File: config.mk
export PLATFORM = sky130hd
export DESIGN_NAME = complementary_tilt_filter_flat
export DESIGN_NICKNAME = d
export VERILOG_FILES = /design/src/rtl/core/ctf_pkg.sv /design/src/rtl/core/ctf_req_if.sv /design/src/rtl/core/ctf_rsp_if.sv /design/src/rtl/core/complementary_tilt_filter.sv /design/src/flat_wrapper.sv
export VERILOG_INCLUDE_DIRS = /design/src /design/src/rtl/core
export SDC_FILE = /design/constraint.sdc
export NUM_CORES = 2
export LEC_CHECK = 0
export ABC_AREA = 1
export BUFFER_PORTS_ARGS = -buffer_cell sky130_fd_sc_hd__buf_2
export CAP_MARGIN = 0
export CELL_PAD_IN_SITES_DETAIL_PLACEMENT = 0
export CELL_PAD_IN_SITES_GLOBAL_PLACEMENT = 1
export CORE_MARGIN = 1
export CORE_UTILIZATION = 42
export DETAILED_ROUTE_END_ITERATION = 12
export PLACE_DENSITY = 0.8
export SLEW_MARGIN = 5
export SYNTH_ARGS = -nofsm -noshare
export SYNTH_HDL_FRONTEND = slang
export SYNTH_SLANG_ARGS = --single-unit
File: constraint.sdc
create_clock -name clock -period 10.5 [get_ports clock]
set_clock_uncertainty 0.1 [all_clocks]
set_input_delay 2.1 -clock clock [delete_from_list [all_inputs] [get_ports clock]]
set_output_delay 2.1 -clock clock [all_outputs]
set_load 0.05 [all_outputs]
File: src/rtl/core/complementary_tilt_filter_assert.svh
// Assertion macros shared by the tilt filter RTL; sampled on clock, off during reset.
`ifndef COMPLEMENTARY_TILT_FILTER_ASSERT_SVH
`define COMPLEMENTARY_TILT_FILTER_ASSERT_SVH

// Same-cycle implication
`define CTF_ASSERT_IMPLIES(label, ante, cons, msg) \
   label: assert property (@(posedge clock) disable iff (reset) (ante) |-> (cons)) \
      else $error(msg);

// Next-cycle implication
`define CTF_ASSERT_NEXT(label, ante, cons, msg) \
   label: assert property (@(posedge clock) disable iff (reset) (ante) |=> (cons)) \
      else $error(msg);

`endif

File: src/rtl/core/ctf_pkg.sv
package ctf_pkg;

   // Field widths
   localparam int CTF_IN_W     = 16;
   localparam int CTF_OUT_W    = 17;
   localparam int CTF_WEIGHT_W = 16;
   localparam int CTF_STEP_W   = 24;
   localparam int CTF_CSR_W    = 24;

   // CORDIC defaults and table length
   localparam int CTF_CORDIC_STEPS = 16;
   localparam int CTF_ATAN_LEN     = 24;

   // Register reset values
   localparam logic [CTF_WEIGHT_W-1:0] CTF_WEIGHT_RESET = 16'd26214;
   localparam logic [CTF_STEP_W-1:0]   CTF_STEP_RESET   = 24'd16777;

   // Angle limits (Q8.8) and the right angle in Q.16 degrees
   localparam logic signed [CTF_OUT_W-1:0] CTF_ANGLE_MAX  = 17'sd46080;
   localparam logic signed [23:0]          CTF_NINETY_Q16 = 24'sd5898240;
   localparam logic [16:0]                 CTF_WEIGHT_ONE = 17'd32768;

   // Register indexes
   typedef enum logic [0:0] {
      CSR_GYRO_WEIGHT = 1'b0,
      CSR_STEP_TIME   = 1'b1
   } csr_index_type;

   // atan(2^-i) in degrees, Q.16
   function automatic logic signed [23:0] atan_deg(input logic [4:0] idx);
      logic signed [23:0] v;
      unique case (idx)
         5'd0:  v = 24'sd2949120;
         5'd1:  v = 24'sd1740967;
         5'd2:  v = 24'sd919879;
         5'd3:  v = 24'sd466945;
         5'd4:  v = 24'sd234379;
         5'd5:  v = 24'sd117304;
         5'd6:  v = 24'sd58666;
         5'd7:  v = 24'sd29335;
         5'd8:  v = 24'sd14668;
         5'd9:  v = 24'sd7334;
         5'd10: v = 24'sd3667;
         5'd11: v = 24'sd1833;
         5'd12: v = 24'sd917;
         5'd13: v = 24'sd458;
         5'd14: v = 24'sd229;
         5'd15: v = 24'sd115;
         5'd16: v = 24'sd57;
         5'd17: v = 24'sd29;
         5'd18: v = 24'sd14;
         5'd19: v = 24'sd7;
         5'd20: v = 24'sd4;
         5'd21: v = 24'sd2;
         5'd22: v = 24'sd1;
         default: v = 24'sd0;
      endcase
      return v;
   endfunction

endpackage

File: src/rtl/core/ctf_req_if.sv
interface ctf_req_if import ctf_pkg::*; ();
   logic                       valid;
   logic                       ready;
   logic signed [CTF_IN_W-1:0] gyro_x_rate;
   logic signed [CTF_IN_W-1:0] gyro_y_rate;
   logic signed [CTF_IN_W-1:0] accel_x;
   logic signed [CTF_IN_W-1:0] accel_y;
   logic signed [CTF_IN_W-1:0] accel_z;

   modport source (output valid, gyro_x_rate, gyro_y_rate, accel_x, accel_y, accel_z,
                   input ready);
   modport sink (input valid, gyro_x_rate, gyro_y_rate, accel_x, accel_y, accel_z,
                 output ready);
endinterface

File: src/rtl/core/ctf_rsp_if.sv
interface ctf_rsp_if import ctf_pkg::*; ();
   logic                        valid;
   logic                        ready;
   logic signed [CTF_OUT_W-1:0] roll_angle;
   logic signed [CTF_OUT_W-1:0] pitch_angle;

   modport source (output valid, roll_angle, pitch_angle, input ready);
   modport sink (input valid, roll_angle, pitch_angle, output ready);
endinterface

File: src/rtl/core/complementary_tilt_filter.sv
// A new beat is accepted only in the idle state, one beat at a time; the shared
// shift-add multiplier (one bit per cycle), the bit-pair square root and CORDIC are reused.
// A finished result waits in the output register while the next beat is taken; each rounding
// step of that beat stalls until the waiting result is accepted.
// Reset (synchronous, active high): angles to zero, weight 0.8, step 0.001 s, idle.
module complementary_tilt_filter import ctf_pkg::*; #(
   parameter int CORDIC_STEPS = CTF_CORDIC_STEPS
) (
   input  logic                 clock,
   input  logic                 reset,
   ctf_req_if.sink              req_chan,
   ctf_rsp_if.source            rsp_chan,
   input  logic                 csr_wr_en,
   input  logic [0:0]           csr_index,
   input  logic [CTF_CSR_W-1:0] csr_wr_data
);

`include "complementary_tilt_filter_assert.svh"

   localparam int CntW  = ($clog2(CORDIC_STEPS) > 5) ? $clog2(CORDIC_STEPS) : 5;
   localparam int AccW  = 60;
   localparam int CordW = 32;
   localparam logic [CntW-1:0] CordLast = CntW'(CORDIC_STEPS - 1);
   localparam logic [CntW-1:0] Last16   = CntW'(15);
   localparam logic [CntW-1:0] Last17   = CntW'(16);

   typedef enum logic [8:0] {
      S_IDLE  = 9'b000000001,
      S_SQ_Y  = 9'b000000010,
      S_SQ_Z  = 9'b000000100,
      S_SQRT  = 9'b000001000,
      S_CORD  = 9'b000010000,
      S_RATE  = 9'b000100000,
      S_WGT   = 9'b001000000,
      S_ACC   = 9'b010000000,
      S_ROUND = 9'b100000000
   } state_type;

   state_type state_ff, state_in;
   logic      axis_ff, axis_in;
   logic [CntW-1:0] cnt_ff, cnt_in;

   logic signed [CTF_IN_W-1:0] gx_ff, gy_ff, ax_ff, ay_ff, az_ff;
   logic signed [CTF_IN_W-1:0] gx_in, gy_in, ax_in, ay_in, az_in;
   logic [CTF_WEIGHT_W-1:0] weight_ff;
   logic [CTF_STEP_W-1:0]   step_ff;

   // shift-add multiplier
   logic signed [AccW-1:0] acc_ff, acc_in, mcand_ff, mcand_in;
   logic [16:0]            mplier_ff, mplier_in;
   logic                   msigned_ff, msigned_in;
   logic [CntW-1:0]        mlast_ff, mlast_in;
   logic signed [AccW-1:0] mul_add, acc_step;
   logic                   mul_done;

   // square root
   logic [31:0] sqv_ff, sqv_in, sqres_ff, sqres_in, sqbit_ff, sqbit_in;
   logic [32:0] sq_try;

   // CORDIC
   logic signed [CordW-1:0] cx_ff, cx_in, cy_ff, cy_in, cxs, cys, cx_step, cy_step;
   logic signed [23:0]      cz_ff, cz_in, cz_step, cord_atan;
   logic signed [23:0]      roll_acc_ff, roll_acc_in, pitch_acc_ff, pitch_acc_in;

   // setup values
   logic [15:0]             abs_ay_req, abs_az;
   logic signed [16:0]      ay17, az17, roll_x17, roll_y17;
   logic signed [23:0]      spec_roll, spec_pitch, acc_q16;
   logic signed [AccW-1:0]  acc_wide;
   logic signed [16:0]      wcomp;

   // rounding
   logic signed [AccW-1:0]      rsum, rshift;
   logic signed [24:0]          rq;
   logic signed [CTF_OUT_W-1:0] rsat;
   logic signed [CTF_OUT_W-1:0] roll_est_ff, roll_est_in, pitch_est_ff, pitch_est_in;
   logic                        rsp_valid_ff, rsp_valid_in;

   // magnitudes for squaring, and the sign-folded roll vector for CORDIC
   always_comb begin
      ay17       = {ay_ff[15], ay_ff};
      az17       = {az_ff[15], az_ff};
      abs_ay_req = req_chan.accel_y[15] ? 16'(-req_chan.accel_y) : 16'(req_chan.accel_y);
      abs_az     = az_ff[15] ? 16'(-az17) : 16'(az17);
      roll_x17   = az_ff[15] ? -az17 : az17;
      roll_y17   = az_ff[15] ? -ay17 : ay17;
   end

   // multiplier step: sign bit of a signed multiplier carries negative weight
   always_comb begin
      mul_done = (cnt_ff == mlast_ff);
      if (mplier_ff[0]) begin
         mul_add = (msigned_ff && mul_done) ? -mcand_ff : mcand_ff;
      end else begin
         mul_add = '0;
      end
      acc_step = acc_ff + mul_add;
   end

   // square root step
   assign sq_try = {1'b0, sqres_ff} + {1'b0, sqbit_ff};

   // CORDIC step
   always_comb begin
      cxs       = cx_ff >>> cnt_ff;
      cys       = cy_ff >>> cnt_ff;
      cord_atan = atan_deg(cnt_ff[4:0]);
      if (!cy_ff[CordW-1]) begin
         cx_step = cx_ff + cys;
         cy_step = cy_ff - cxs;
         cz_step = cz_ff + cord_atan;
      end else begin
         cx_step = cx_ff - cys;
         cy_step = cy_ff + cxs;
         cz_step = cz_ff - cord_atan;
      end
   end

   // fixed angles where the arctangent has no denominator
   always_comb begin
      if (ay_ff > 0)      spec_roll = CTF_NINETY_Q16;
      else if (ay_ff < 0) spec_roll = -CTF_NINETY_Q16;
      else                spec_roll = '0;
      if (ax_ff > 0)      spec_pitch = CTF_NINETY_Q16;
      else if (ax_ff < 0) spec_pitch = -CTF_NINETY_Q16;
      else                spec_pitch = '0;
   end

   // accelerometer term and (1 - w)
   always_comb begin
      acc_q16  = axis_ff ? pitch_acc_ff : roll_acc_ff;
      acc_wide = {{(AccW-36){acc_q16[23]}}, acc_q16, 12'd0};
      wcomp    = 17'(CTF_WEIGHT_ONE - {1'b0, weight_ff});
   end

   // round half up at bit 35 and saturate
   always_comb begin
      rsum   = acc_ff + (AccW'(1) <<< 34);
      rshift = rsum >>> 35;
      rq     = rshift[24:0];
      if (rq > 25'(CTF_ANGLE_MAX))       rsat = CTF_ANGLE_MAX;
      else if (rq < -25'(CTF_ANGLE_MAX)) rsat = -CTF_ANGLE_MAX;
      else                               rsat = rq[CTF_OUT_W-1:0];
   end

   // sequencer
   always_comb begin
      state_in     = state_ff;
      axis_in      = axis_ff;
      cnt_in       = cnt_ff + 1'b1;
      gx_in        = gx_ff;
      gy_in        = gy_ff;
      ax_in        = ax_ff;
      ay_in        = ay_ff;
      az_in        = az_ff;
      acc_in       = acc_ff;
      mcand_in     = mcand_ff;
      mplier_in    = mplier_ff;
      msigned_in   = msigned_ff;
      mlast_in     = mlast_ff;
      sqv_in       = sqv_ff;
      sqres_in     = sqres_ff;
      sqbit_in     = sqbit_ff;
      cx_in        = cx_ff;
      cy_in        = cy_ff;
      cz_in        = cz_ff;
      roll_acc_in  = roll_acc_ff;
      pitch_acc_in = pitch_acc_ff;
      roll_est_in  = roll_est_ff;
      pitch_est_in = pitch_est_ff;
      rsp_valid_in = rsp_valid_ff && !rsp_chan.ready;

      unique case (state_ff)
         S_IDLE: begin
            cnt_in = '0;
            if (req_chan.valid) begin
               gx_in      = req_chan.gyro_x_rate;
               gy_in      = req_chan.gyro_y_rate;
               ax_in      = req_chan.accel_x;
               ay_in      = req_chan.accel_y;
               az_in      = req_chan.accel_z;
               acc_in     = '0;
               mcand_in   = AccW'(abs_ay_req);
               mplier_in  = {1'b0, abs_ay_req};
               msigned_in = 1'b0;
               mlast_in   = Last16;
               state_in   = S_SQ_Y;
            end
         end
         S_SQ_Y: begin
            acc_in    = acc_step;
            mcand_in  = mcand_ff <<< 1;
            mplier_in = mplier_ff >> 1;
            if (mul_done) begin
               cnt_in    = '0;
               mcand_in  = AccW'(abs_az);
               mplier_in = {1'b0, abs_az};
               state_in  = S_SQ_Z;
            end
         end
         S_SQ_Z: begin
            acc_in    = acc_step;
            mcand_in  = mcand_ff <<< 1;
            mplier_in = mplier_ff >> 1;
            if (mul_done) begin
               cnt_in   = '0;
               sqv_in   = acc_step[31:0];
               sqres_in = '0;
               sqbit_in = 32'h4000_0000;
               state_in = S_SQRT;
            end
         end
         S_SQRT: begin
            if ({1'b0, sqv_ff} >= sq_try) begin
               sqv_in   = sqv_ff - sq_try[31:0];
               sqres_in = (sqres_ff >> 1) + sqbit_ff;
            end else begin
               sqres_in = sqres_ff >> 1;
            end
            sqbit_in = sqbit_ff >> 2;
            if (cnt_ff == Last16) begin
               // roll CORDIC first
               cnt_in   = '0;
               axis_in  = 1'b0;
               cx_in    = {{3{roll_x17[16]}}, roll_x17, 12'd0};
               cy_in    = {{3{roll_y17[16]}}, roll_y17, 12'd0};
               cz_in    = '0;
               state_in = S_CORD;
            end
         end
         S_CORD: begin
            cx_in = cx_step;
            cy_in = cy_step;
            cz_in = cz_step;
            if (cnt_ff == CordLast) begin
               cnt_in = '0;
               if (!axis_ff) begin
                  roll_acc_in = (az_ff == 0) ? spec_roll : cz_step;
                  axis_in     = 1'b1;
                  cx_in       = {4'd0, sqres_ff[15:0], 12'd0};
                  cy_in       = {{4{ax_ff[15]}}, ax_ff, 12'd0};
                  cz_in       = '0;
               end else begin
                  pitch_acc_in = (sqres_ff == 0) ? spec_pitch : cz_step;
                  // blend roll: start from held angle at Q.28
                  axis_in    = 1'b0;
                  acc_in     = {{(AccW-CTF_OUT_W-20){roll_est_ff[16]}}, roll_est_ff, 20'd0};
                  mcand_in   = AccW'(step_ff);
                  mplier_in  = {1'b0, gx_ff};
                  msigned_in = 1'b1;
                  mlast_in   = Last16;
                  state_in   = S_RATE;
               end
            end
         end
         S_RATE: begin
            acc_in    = acc_step;
            mcand_in  = mcand_ff <<< 1;
            mplier_in = mplier_ff >> 1;
            if (mul_done) begin
               cnt_in     = '0;
               acc_in     = '0;
               mcand_in   = acc_step;
               mplier_in  = {1'b0, weight_ff};
               msigned_in = 1'b0;
               state_in   = S_WGT;
            end
         end
         S_WGT: begin
            acc_in    = acc_step;
            mcand_in  = mcand_ff <<< 1;
            mplier_in = mplier_ff >> 1;
            if (mul_done) begin
               cnt_in     = '0;
               mcand_in   = axis_ff ? -acc_wide : acc_wide;
               mplier_in  = wcomp;
               msigned_in = 1'b1;
               mlast_in   = Last17;
               state_in   = S_ACC;
            end
         end
         S_ACC: begin
            acc_in    = acc_step;
            mcand_in  = mcand_ff <<< 1;
            mplier_in = mplier_ff >> 1;
            if (mul_done) begin
               cnt_in   = '0;
               state_in = S_ROUND;
            end
         end
         S_ROUND: begin
            cnt_in = '0;
            // angles double as the output register: wait for a pending result
            if (!(rsp_valid_ff && !rsp_chan.ready)) begin
               if (!axis_ff) begin
                  roll_est_in = rsat;
                  axis_in     = 1'b1;
                  acc_in      = {{(AccW-CTF_OUT_W-20){pitch_est_ff[16]}}, pitch_est_ff,
                                 20'd0};
                  mcand_in    = AccW'(step_ff);
                  mplier_in   = {1'b0, gy_ff};
                  msigned_in  = 1'b1;
                  mlast_in    = Last16;
                  state_in    = S_RATE;
               end else begin
                  pitch_est_in = rsat;
                  rsp_valid_in = 1'b1;
                  state_in     = S_IDLE;
               end
            end
         end
         default: begin
            state_in = S_IDLE;
         end
      endcase
   end

   // control and state registers
   always_ff @(posedge clock) begin
      if (reset) begin
         state_ff     <= S_IDLE;
         axis_ff      <= 1'b0;
         rsp_valid_ff <= 1'b0;
         roll_est_ff  <= '0;
         pitch_est_ff <= '0;
         weight_ff    <= CTF_WEIGHT_RESET;
         step_ff      <= CTF_STEP_RESET;
      end else begin
         state_ff     <= state_in;
         axis_ff      <= axis_in;
         rsp_valid_ff <= rsp_valid_in;
         roll_est_ff  <= roll_est_in;
         pitch_est_ff <= pitch_est_in;
         if (csr_wr_en) begin
            if (csr_index == CSR_GYRO_WEIGHT) weight_ff <= csr_wr_data[CTF_WEIGHT_W-1:0];
            if (csr_index == CSR_STEP_TIME)   step_ff   <= csr_wr_data[CTF_STEP_W-1:0];
         end
      end
   end

   // datapath registers
   always_ff @(posedge clock) begin
      cnt_ff       <= cnt_in;
      gx_ff        <= gx_in;
      gy_ff        <= gy_in;
      ax_ff        <= ax_in;
      ay_ff        <= ay_in;
      az_ff        <= az_in;
      acc_ff       <= acc_in;
      mcand_ff     <= mcand_in;
      mplier_ff    <= mplier_in;
      msigned_ff   <= msigned_in;
      mlast_ff     <= mlast_in;
      sqv_ff       <= sqv_in;
      sqres_ff     <= sqres_in;
      sqbit_ff     <= sqbit_in;
      cx_ff        <= cx_in;
      cy_ff        <= cy_in;
      cz_ff        <= cz_in;
      roll_acc_ff  <= roll_acc_in;
      pitch_acc_ff <= pitch_acc_in;
   end

   assign req_chan.ready       = (state_ff == S_IDLE);
   assign rsp_chan.valid       = rsp_valid_ff;
   assign rsp_chan.roll_angle  = roll_est_ff;
   assign rsp_chan.pitch_angle = pitch_est_ff;

   // checks
   `CTF_ASSERT_NEXT(a_accept_starts, req_chan.valid && req_chan.ready, state_ff == S_SQ_Y, "accepted beat did not start squaring")
   `CTF_ASSERT_NEXT(a_result_held, rsp_valid_ff && !rsp_chan.ready, $stable(roll_est_ff) && $stable(pitch_est_ff), "pending result changed")
   `CTF_ASSERT_IMPLIES(a_angle_range, rsp_valid_ff, roll_est_ff <= CTF_ANGLE_MAX && roll_est_ff >= -CTF_ANGLE_MAX && pitch_est_ff <= CTF_ANGLE_MAX && pitch_est_ff >= -CTF_ANGLE_MAX, "angle out of range")
   `CTF_ASSERT_IMPLIES(a_cordic_index, state_ff == S_CORD, cnt_ff <= CordLast, "CORDIC index past last step")

endmodule
File: src/flat_wrapper.sv
// flat-port wrapper written by rule: the top's interface ports become plain ports
module complementary_tilt_filter_flat import ctf_pkg::*;
#(
   parameter int CORDIC_STEPS = CTF_CORDIC_STEPS
)
  (clock, reset, csr_wr_en, csr_index, csr_wr_data, req_chan_valid, req_chan_gyro_x_rate, req_chan_gyro_y_rate, req_chan_accel_x, req_chan_accel_y, req_chan_accel_z, req_chan_ready, rsp_chan_valid, rsp_chan_roll_angle, rsp_chan_pitch_angle, rsp_chan_ready);
  ctf_req_if req_chan_i ();
  ctf_rsp_if rsp_chan_i ();
  input  logic clock;
  input  logic reset;
  input  logic csr_wr_en;
  input  logic [0:0] csr_index;
  input  logic [CTF_CSR_W-1:0] csr_wr_data;
  input wire logic [$bits(req_chan_i.valid)-1:0] req_chan_valid;
  input wire logic [$bits(req_chan_i.gyro_x_rate)-1:0] req_chan_gyro_x_rate;
  input wire logic [$bits(req_chan_i.gyro_y_rate)-1:0] req_chan_gyro_y_rate;
  input wire logic [$bits(req_chan_i.accel_x)-1:0] req_chan_accel_x;
  input wire logic [$bits(req_chan_i.accel_y)-1:0] req_chan_accel_y;
  input wire logic [$bits(req_chan_i.accel_z)-1:0] req_chan_accel_z;
  output wire logic [$bits(req_chan_i.ready)-1:0] req_chan_ready;
  output wire logic [$bits(rsp_chan_i.valid)-1:0] rsp_chan_valid;
  output wire logic [$bits(rsp_chan_i.roll_angle)-1:0] rsp_chan_roll_angle;
  output wire logic [$bits(rsp_chan_i.pitch_angle)-1:0] rsp_chan_pitch_angle;
  input wire logic [$bits(rsp_chan_i.ready)-1:0] rsp_chan_ready;
  assign req_chan_i.valid = req_chan_valid;
  assign req_chan_i.gyro_x_rate = req_chan_gyro_x_rate;
  assign req_chan_i.gyro_y_rate = req_chan_gyro_y_rate;
  assign req_chan_i.accel_x = req_chan_accel_x;
  assign req_chan_i.accel_y = req_chan_accel_y;
  assign req_chan_i.accel_z = req_chan_accel_z;
  assign req_chan_ready = req_chan_i.ready;
  assign rsp_chan_valid = rsp_chan_i.valid;
  assign rsp_chan_roll_angle = rsp_chan_i.roll_angle;
  assign rsp_chan_pitch_angle = rsp_chan_i.pitch_angle;
  assign rsp_chan_i.ready = rsp_chan_ready;
  complementary_tilt_filter #(.CORDIC_STEPS(CORDIC_STEPS)) u_core (.clock(clock), .reset(reset), .req_chan(req_chan_i), .rsp_chan(rsp_chan_i), .csr_wr_en(csr_wr_en), .csr_index(csr_index), .csr_wr_data(csr_wr_data));
endmodule
# == Yosys cells after proc, flatten, opt, wreduce, memory -nomap -nowiden ==
# Memories as Yosys holds them, arrays and structs flattened. A register that Yosys moved wholly into a read port is not among the register bits.
# Index checks and enable logic that the tools add are counted.
# Widths: inputs -> output; s select.
# word_totals
ff_bits,545
mem_bits_ro,704
inputBits,110
out_inout_bits,36
word_cells,215
mem_count,1
# memory_table
name,words,width,rd,rd_clocked_by_memory_dff,wr,line,source
(name not given),32,22,1,1,0,ctf_pkg.sv:32,unique case (idx)
# op_classes
add_sub_neg,18
order_cmp,7
eq_ne,23
n_shift,2
muxes,102
bitwise,3
n_reduce_logical,33
# op_table
cell,n
$mux 60,17
$pmux 60 s7,1
$mux 32,13
$pmux 32 s2,5
$pmux 60 s5,1
$mux 24,11
$mux 17,10
$pmux 17 s7,1
$sub 32x32->32,3
$mux 9,10
$pmux 9 s9,1
$add 32x32->32,2
$logic_not 32->1,2
$mux 16,4
$sshr 32x5->32,2
$add 60x36->60 const B,1
$add 60x60->60,1
$neg 36->60,1
$neg 60->60,1
$pmux 24 s2,1
$mux 5,8
$neg 16->17,2
$add 32x32->33,1
$ge 32x33->1,1
47 further kinds,88

# == Logic depth before layout (Yosys ltp) ==
# logic_depth
word_depth,7
mapped_depth,36
mapped_depth_nobuf,35

# == Worst setup path before layout ==
# No wires, ideal clock.
# synth_path
path_kind,flip-flop to flip-flop
start,register u_core.cnt_ff[2]
end,"register u_core.cx_ff[0], enable pin"
setup_time_ns,0.656
arrival_time_ns,7.540
t_required_ns,9.744
slack_ns,2.204
path_stages_with_launch,9
n_path_buf,3
period_less_slack_ns,8.296
path_cell_list,dfxtp_1 buf_2 buf_4 clkbuf_1 nand2_1 nor2_1 ha_1 inv_1 o21ai_0
# synth_via
elab_chain_cells,3
# synth_rtl
element,line,source
start: declaration,complementary_tilt_filter.sv:41,"logic [CntW-1:0] cnt_ff, cnt_in;"
start signal: assignment,complementary_tilt_filter.sv:343,cnt_ff <= cnt_in;
$eq 5x4->1,complementary_tilt_filter.sv:221,if (cnt_ff == Last16) begin
$ne 2x1->1 (no source line),--,
$reduce_and 2->1 (no source line),--,
end signal: assignment,complementary_tilt_filter.sv:357,cx_ff <= cx_in;
end: declaration,complementary_tilt_filter.sv:61,"logic signed [CordW-1:0] cx_ff, cx_in, cy_ff, cy_in, cxs, cys, cx_step, cy_step;"
# Every way passes these cells.
# A chain may end at the register's enable or synchronous reset.

# == Worst setup path in the final report ==
# layout_path
start,register u_core.cnt_ff[3]
end,"register u_core.mcand_ff[22], data pin"
# layout_via
elab_chain_cells,7
word_cells_on_any_way,9
cone_classes,add/sub: 1; eq/ne: 1; mux: 6; reduce/logical: 1
# layout_rtl
element,line,source
$eq 5x5->1 *,complementary_tilt_filter.sv:91,mul_done = (cnt_ff == mlast_ff);
$logic_and 1x1->1,complementary_tilt_filter.sv:93,mul_add = (msigned_ff && mul_done) ? -mcand_ff : mcand_ff;
$mux 60,complementary_tilt_filter.sv:93,
$mux 60,complementary_tilt_filter.sv:92,if (mplier_ff[0]) begin
$add 60x60->60,complementary_tilt_filter.sv:97,acc_step = acc_ff + mul_add;
$mux 60,complementary_tilt_filter.sv:260,if (mul_done) begin
$pmux 60 s7 *,complementary_tilt_filter.sv:173,unique case (state_ff)
via u_core.mcand_in[22],complementary_tilt_filter.sv:49,"logic signed [AccW-1:0] acc_ff, acc_in, mcand_ff, mcand_in;"
end signal: assignment,complementary_tilt_filter.sv:350,mcand_ff <= mcand_in;
end: declaration,complementary_tilt_filter.sv:49,
# Mark *: on every way through the listed nets, which the timed path passes. The rest lies on a longest branch.

==> impl_metrics.py <==
metrics = {
    "outcome": {
        "status": "finished clean",
    },
    "sta": {
        "fmax_mhz": 138,
        "timing.final.crit_share": 0.691,
        "slew_viol_final": 0,
        "fin_tns_setup_ns": 0,
        "final.min_clock_period_ns": 7.25,
        "tightest_slew_ns": 1.32,
        "hold_viol": 0,
        "relSlewSlack": 0.113,
        "rsz0062_at_grt": "false",
        "setup_viol": 0,
    },
    "pwr": {
        "p_leak_uw": 0.0220,
        "power_uw": 17400,
        "power.density_mw_per_mm2": 342,
        "vdd_drop_max_mv": 0.265,
    },
    "routing": {
        "vias": 47900,
        "drt_wl_total_mm": 188,
        "dr.pass1.iters": 6,
        "drtIter0Drc": 5725,
        "drc": 0,
        "avgViaCountPerCell": 5.80,
        "ant_nets": 0,
        "wl_per_cell_microns": 22.7,
    },
    "yosys": {
        "synth_nets": 7028,
        "synth-seq-cells": 548,
        "ys.flop_type": "edfxtp_1",
        "synthXorXnorAreaFrac": 0.0493,
        "yosys_warnings": 0,
        "synth_area_leaders": "edfxtp_1 28%, nand2_1 12%, ha_1 6.2%",
        "synth_edf_count": 436,
        "muxShareOfSynthArea": 0.000431,
        "synthArstFlopShare": 0,
        "ys_seq_area_frac": 0.330,
        "synth_cell_types": 70,
        "synth_top_family_by_area": "simple AND/OR/NAND/NOR gates",
        "syn_inst": 6682,
        "yosys.area.top_type": "edfxtp_1",
        "syn_area_sq_mm": 0.0465,
        "synthSimpleGateAreaFrac": 0.300,
        "synth_fa_ha_area_frac": 0.0643,
        "syn_area_per_cell_sq_um": 6.96,
        "synth_compound_area_frac": 0.171,
        "synth_top_cell_area_share": 0.282,
    },
    "worst_setup_path": {
        "reg2reg_to": "u_core.mcand_ff[22]",
        "critPathMaxFanout": 65,
        "rrSetupSlack_ns": 3.25,
        "critPathSlowestCell": "xnor2_1",
        "cp-end-kind": "flop",
        "rr_worst_depth": 23,
        "max_stage_delay_ns": 1.03,
        "start_kind": "flop",
        "cp_cell_sequence": "buf_4, inv_2, buf_4, nand2_1, o32ai_2, nand2_2, nor2_4, buf_4, inv_2, o21ai_0, nand2_1, nor2_1, ha_1, a21oi_1, nand2_1, a21boi_1, o21ai_0, a21oi_1, o21ai_2, xnor2_1, inv_1, a21oi_1, o21ai_0",
        "worst_r2r_startpoint": "u_core.cnt_ff[3]",
        "cp-endpoint": "u_core.mcand_ff[22]",
        "crit_arrival_ns": 7.58,
        "cp-startpoint": "u_core.cnt_ff[3]",
        "criticalPathCategory": "flop to flop",
        "worstPathRequired_ns": 10.82,
    },
    "clocking": {
        "cts_tree": "built",
        "cts_root_buf": "clkbuf_16",
        "cts.repair.resized": 0,
        "cts_buffer_depth": 3,
        "htree_levels": 3,
        "cts-hold-fix-buffers": 0,
        "post_cts_buffers": 0,
        "clk_latency_ns": 0.69,
        "clk_pin_slew_ns": 0.07,
        "cts.sinks": 548,
        "cts_made_buffers": 70,
    },
    "place": {
        "dp_cells": 8128,
        "gp_congestion": 1.01,
        "dp_hpwl_mm": 147,
        "portBuffers": 145,
    },
    "run": {
        "cap_violations": 0,
    },
    "floorplan": {
        "num_rows": 121,
        "initial_core_util": 0.425,
        "die_h_microns": 335,
        "die_width_microns": 335,
        "io_pins": 146,
        "dieArea_sq_mm": 0.112,
        "core-area_sq_mm": 0.109,
    },
    "finish": {
        "instances_no_fill": 8260,
        "nFillCells": 11500,
        "nets": 7070,
        "final_layout_size_suffix_gt1_frac": 0.0759,
        "postLayoutCoreUtil": 0.466,
        "multi_input_area_sq_mm": 0.0273,
        "area_growth_pct": 9.48,
        "seq_area_sq_mm": 0.0153,
    },
    "global_route": {
        "grt_first_pass_wirelength_mm": 280,
        "antenna_found_initial": 4,
        "grt_max_degree": 87,
        "grt_pass1_vias": 44300,
        "grt_use_total": 0.328,
        "grt_overflow": 0,
    },
    "hold_path": {
        "whs_path_depth": 2,
        "worstHoldStart": "u_core.step_ff[7]",
        "worstHoldPathType": "flop to flop",
    },
}
## sequential cells by signal, summed over array words and instances, names as in the netlist, 22 cells and up
signal	flops
u_core.cy_ff	32
u_core.pitch_acc_ff	24
u_core.roll_acc_ff	24
u_core.acc_ff	60
u_core.mcand_ff	60
u_core.sqres_ff	32
u_core.cz_ff	24
u_core.sqv_ff	32
u_core.cx_ff	32
u_core.step_ff	24
u_core.cord_atan	22
## placed cells by master, fill, tap and decap left out, types with 16 or more instances in the layout
cell type     n
a21o_1       18
a21oi_1     506
a22oi_1      19
a31oi_1      45
buf_2       145
buf_4        45
clkbuf_16    74
dfxtp_1     108
edfxtp_1    436
ha_1        231
inv_1       732
inv_2        37
nand2_1    1478
nand2_2      29
nand3_1     569
nand3b_1     22
nand4_1      90
nor2_1      752
nor2_2       23
nor2_4       19
nor3_1      116
nor4_1       47
o2111ai_1    16
o211ai_1     59
o21a_1       19
o21ai_0     519
o21ai_1      53
o21ai_2      21
o21bai_1     25
o22ai_1      17
or2_2        34
xnor2_1      97
xor2_1      163
## per-stage QoR
step                      setup slack (ns)  hold slack (ns)  cell area (sq um)
final                                 3.25            0.385              50900
after global routing                  3.03            0.400              50900
after CTS                             3.38            0.377              50900
after detailed placement              3.41            0.358              48500
after global placement                3.35            0.356              48500
after floorplan                       2.20            0.342              46500
## cell usage after synthesis, types with 17 or more instances
| cell type | count |
|---|---|
| a21o_1 | 18 |
| o21ai_1 | 53 |
| nand4_1 | 90 |
| nor4_1 | 49 |
| nand3_1 | 569 |
| a21oi_1 | 508 |
| dfxtp_1 | 112 |
| nand2_1 | 1479 |
| o21a_1 | 19 |
| inv_2 | 33 |
| inv_1 | 736 |
| xnor2_1 | 97 |
| nand2_2 | 28 |
| o211ai_1 | 59 |
| or2_2 | 34 |
| clkbuf_1 | 122 |
| o21bai_1 | 25 |
| a22oi_1 | 19 |
| nor3_1 | 119 |
| a31oi_1 | 45 |
| o21ai_2 | 21 |
| nor2_1 | 757 |
| nor2_2 | 22 |
| ha_1 | 231 |
| o22ai_1 | 17 |
| buf_1 | 27 |
| edfxtp_1 | 436 |
| nand3b_1 | 22 |
| buf_2 | 42 |
| o21ai_0 | 520 |
| xor2_1 | 163 |
## kinds of logic after synthesis
group | Yosys count
AND/OR/NAND/NOR | 3228
AO/OA/AOI/OAI | 1412
buffers and inverters | 995
flip-flops | 548
XOR/XNOR | 261
adder cells (fa/ha/maj) | 236
multiplexers | 2
## layout make-up
type / instances / share of cell area
repair buffers: 190 / 0.0209
clock inverters: 35 / 0.00779
clock buffers: 95 / 0.0397
multi-input cells: 5139 / 0.537
well taps: 1476 / 0.0363
flip-flops and latches: 548 / 0.301
diodes: 2 / 0.0000983
inverters: 775 / 0.0572
## critical path, delay by kind of cell, from the launching register on
kind / cells / cell delay, ns
compound gates: 9 / 2.25
buf+inv: 6 / 1.91
xor+xnor: 1 / 1.03
simple gates: 6 / 0.97
flops: 1 / 0.31
fa+ha+maj: 1 / 0.31
## routing by layer
layer	wire (microns)	up-vias	GRT usage
met2	80500	2233	0.497
met1	81900	22500	0.460
met3	18000	349	0.0616
li1	-	22800	-
met4	7250	6	0.124
met5	54	-	0
## power breakdown
part           switching [uW]  internal, uW  total [uW]
Combinational            7680          3120       10800
Sequential                731          3330        4070
Clock                    1110          1450        2560
## worst min-delay path by stage
| stage | end | slack [ns] |
|---|---|---|
| after floorplan | u_core.step_ff[8] | 0.34 |
| after global placement | u_core.step_ff[3] | 0.36 |
| after detailed placement | u_core.step_ff[3] | 0.36 |
| after CTS | u_core.step_ff[0] | 0.38 |
| after global routing | u_core.step_ff[8] | 0.40 |
| final | u_core.step_ff[7] | 0.39 |
(Power assumes the default switching activity.)
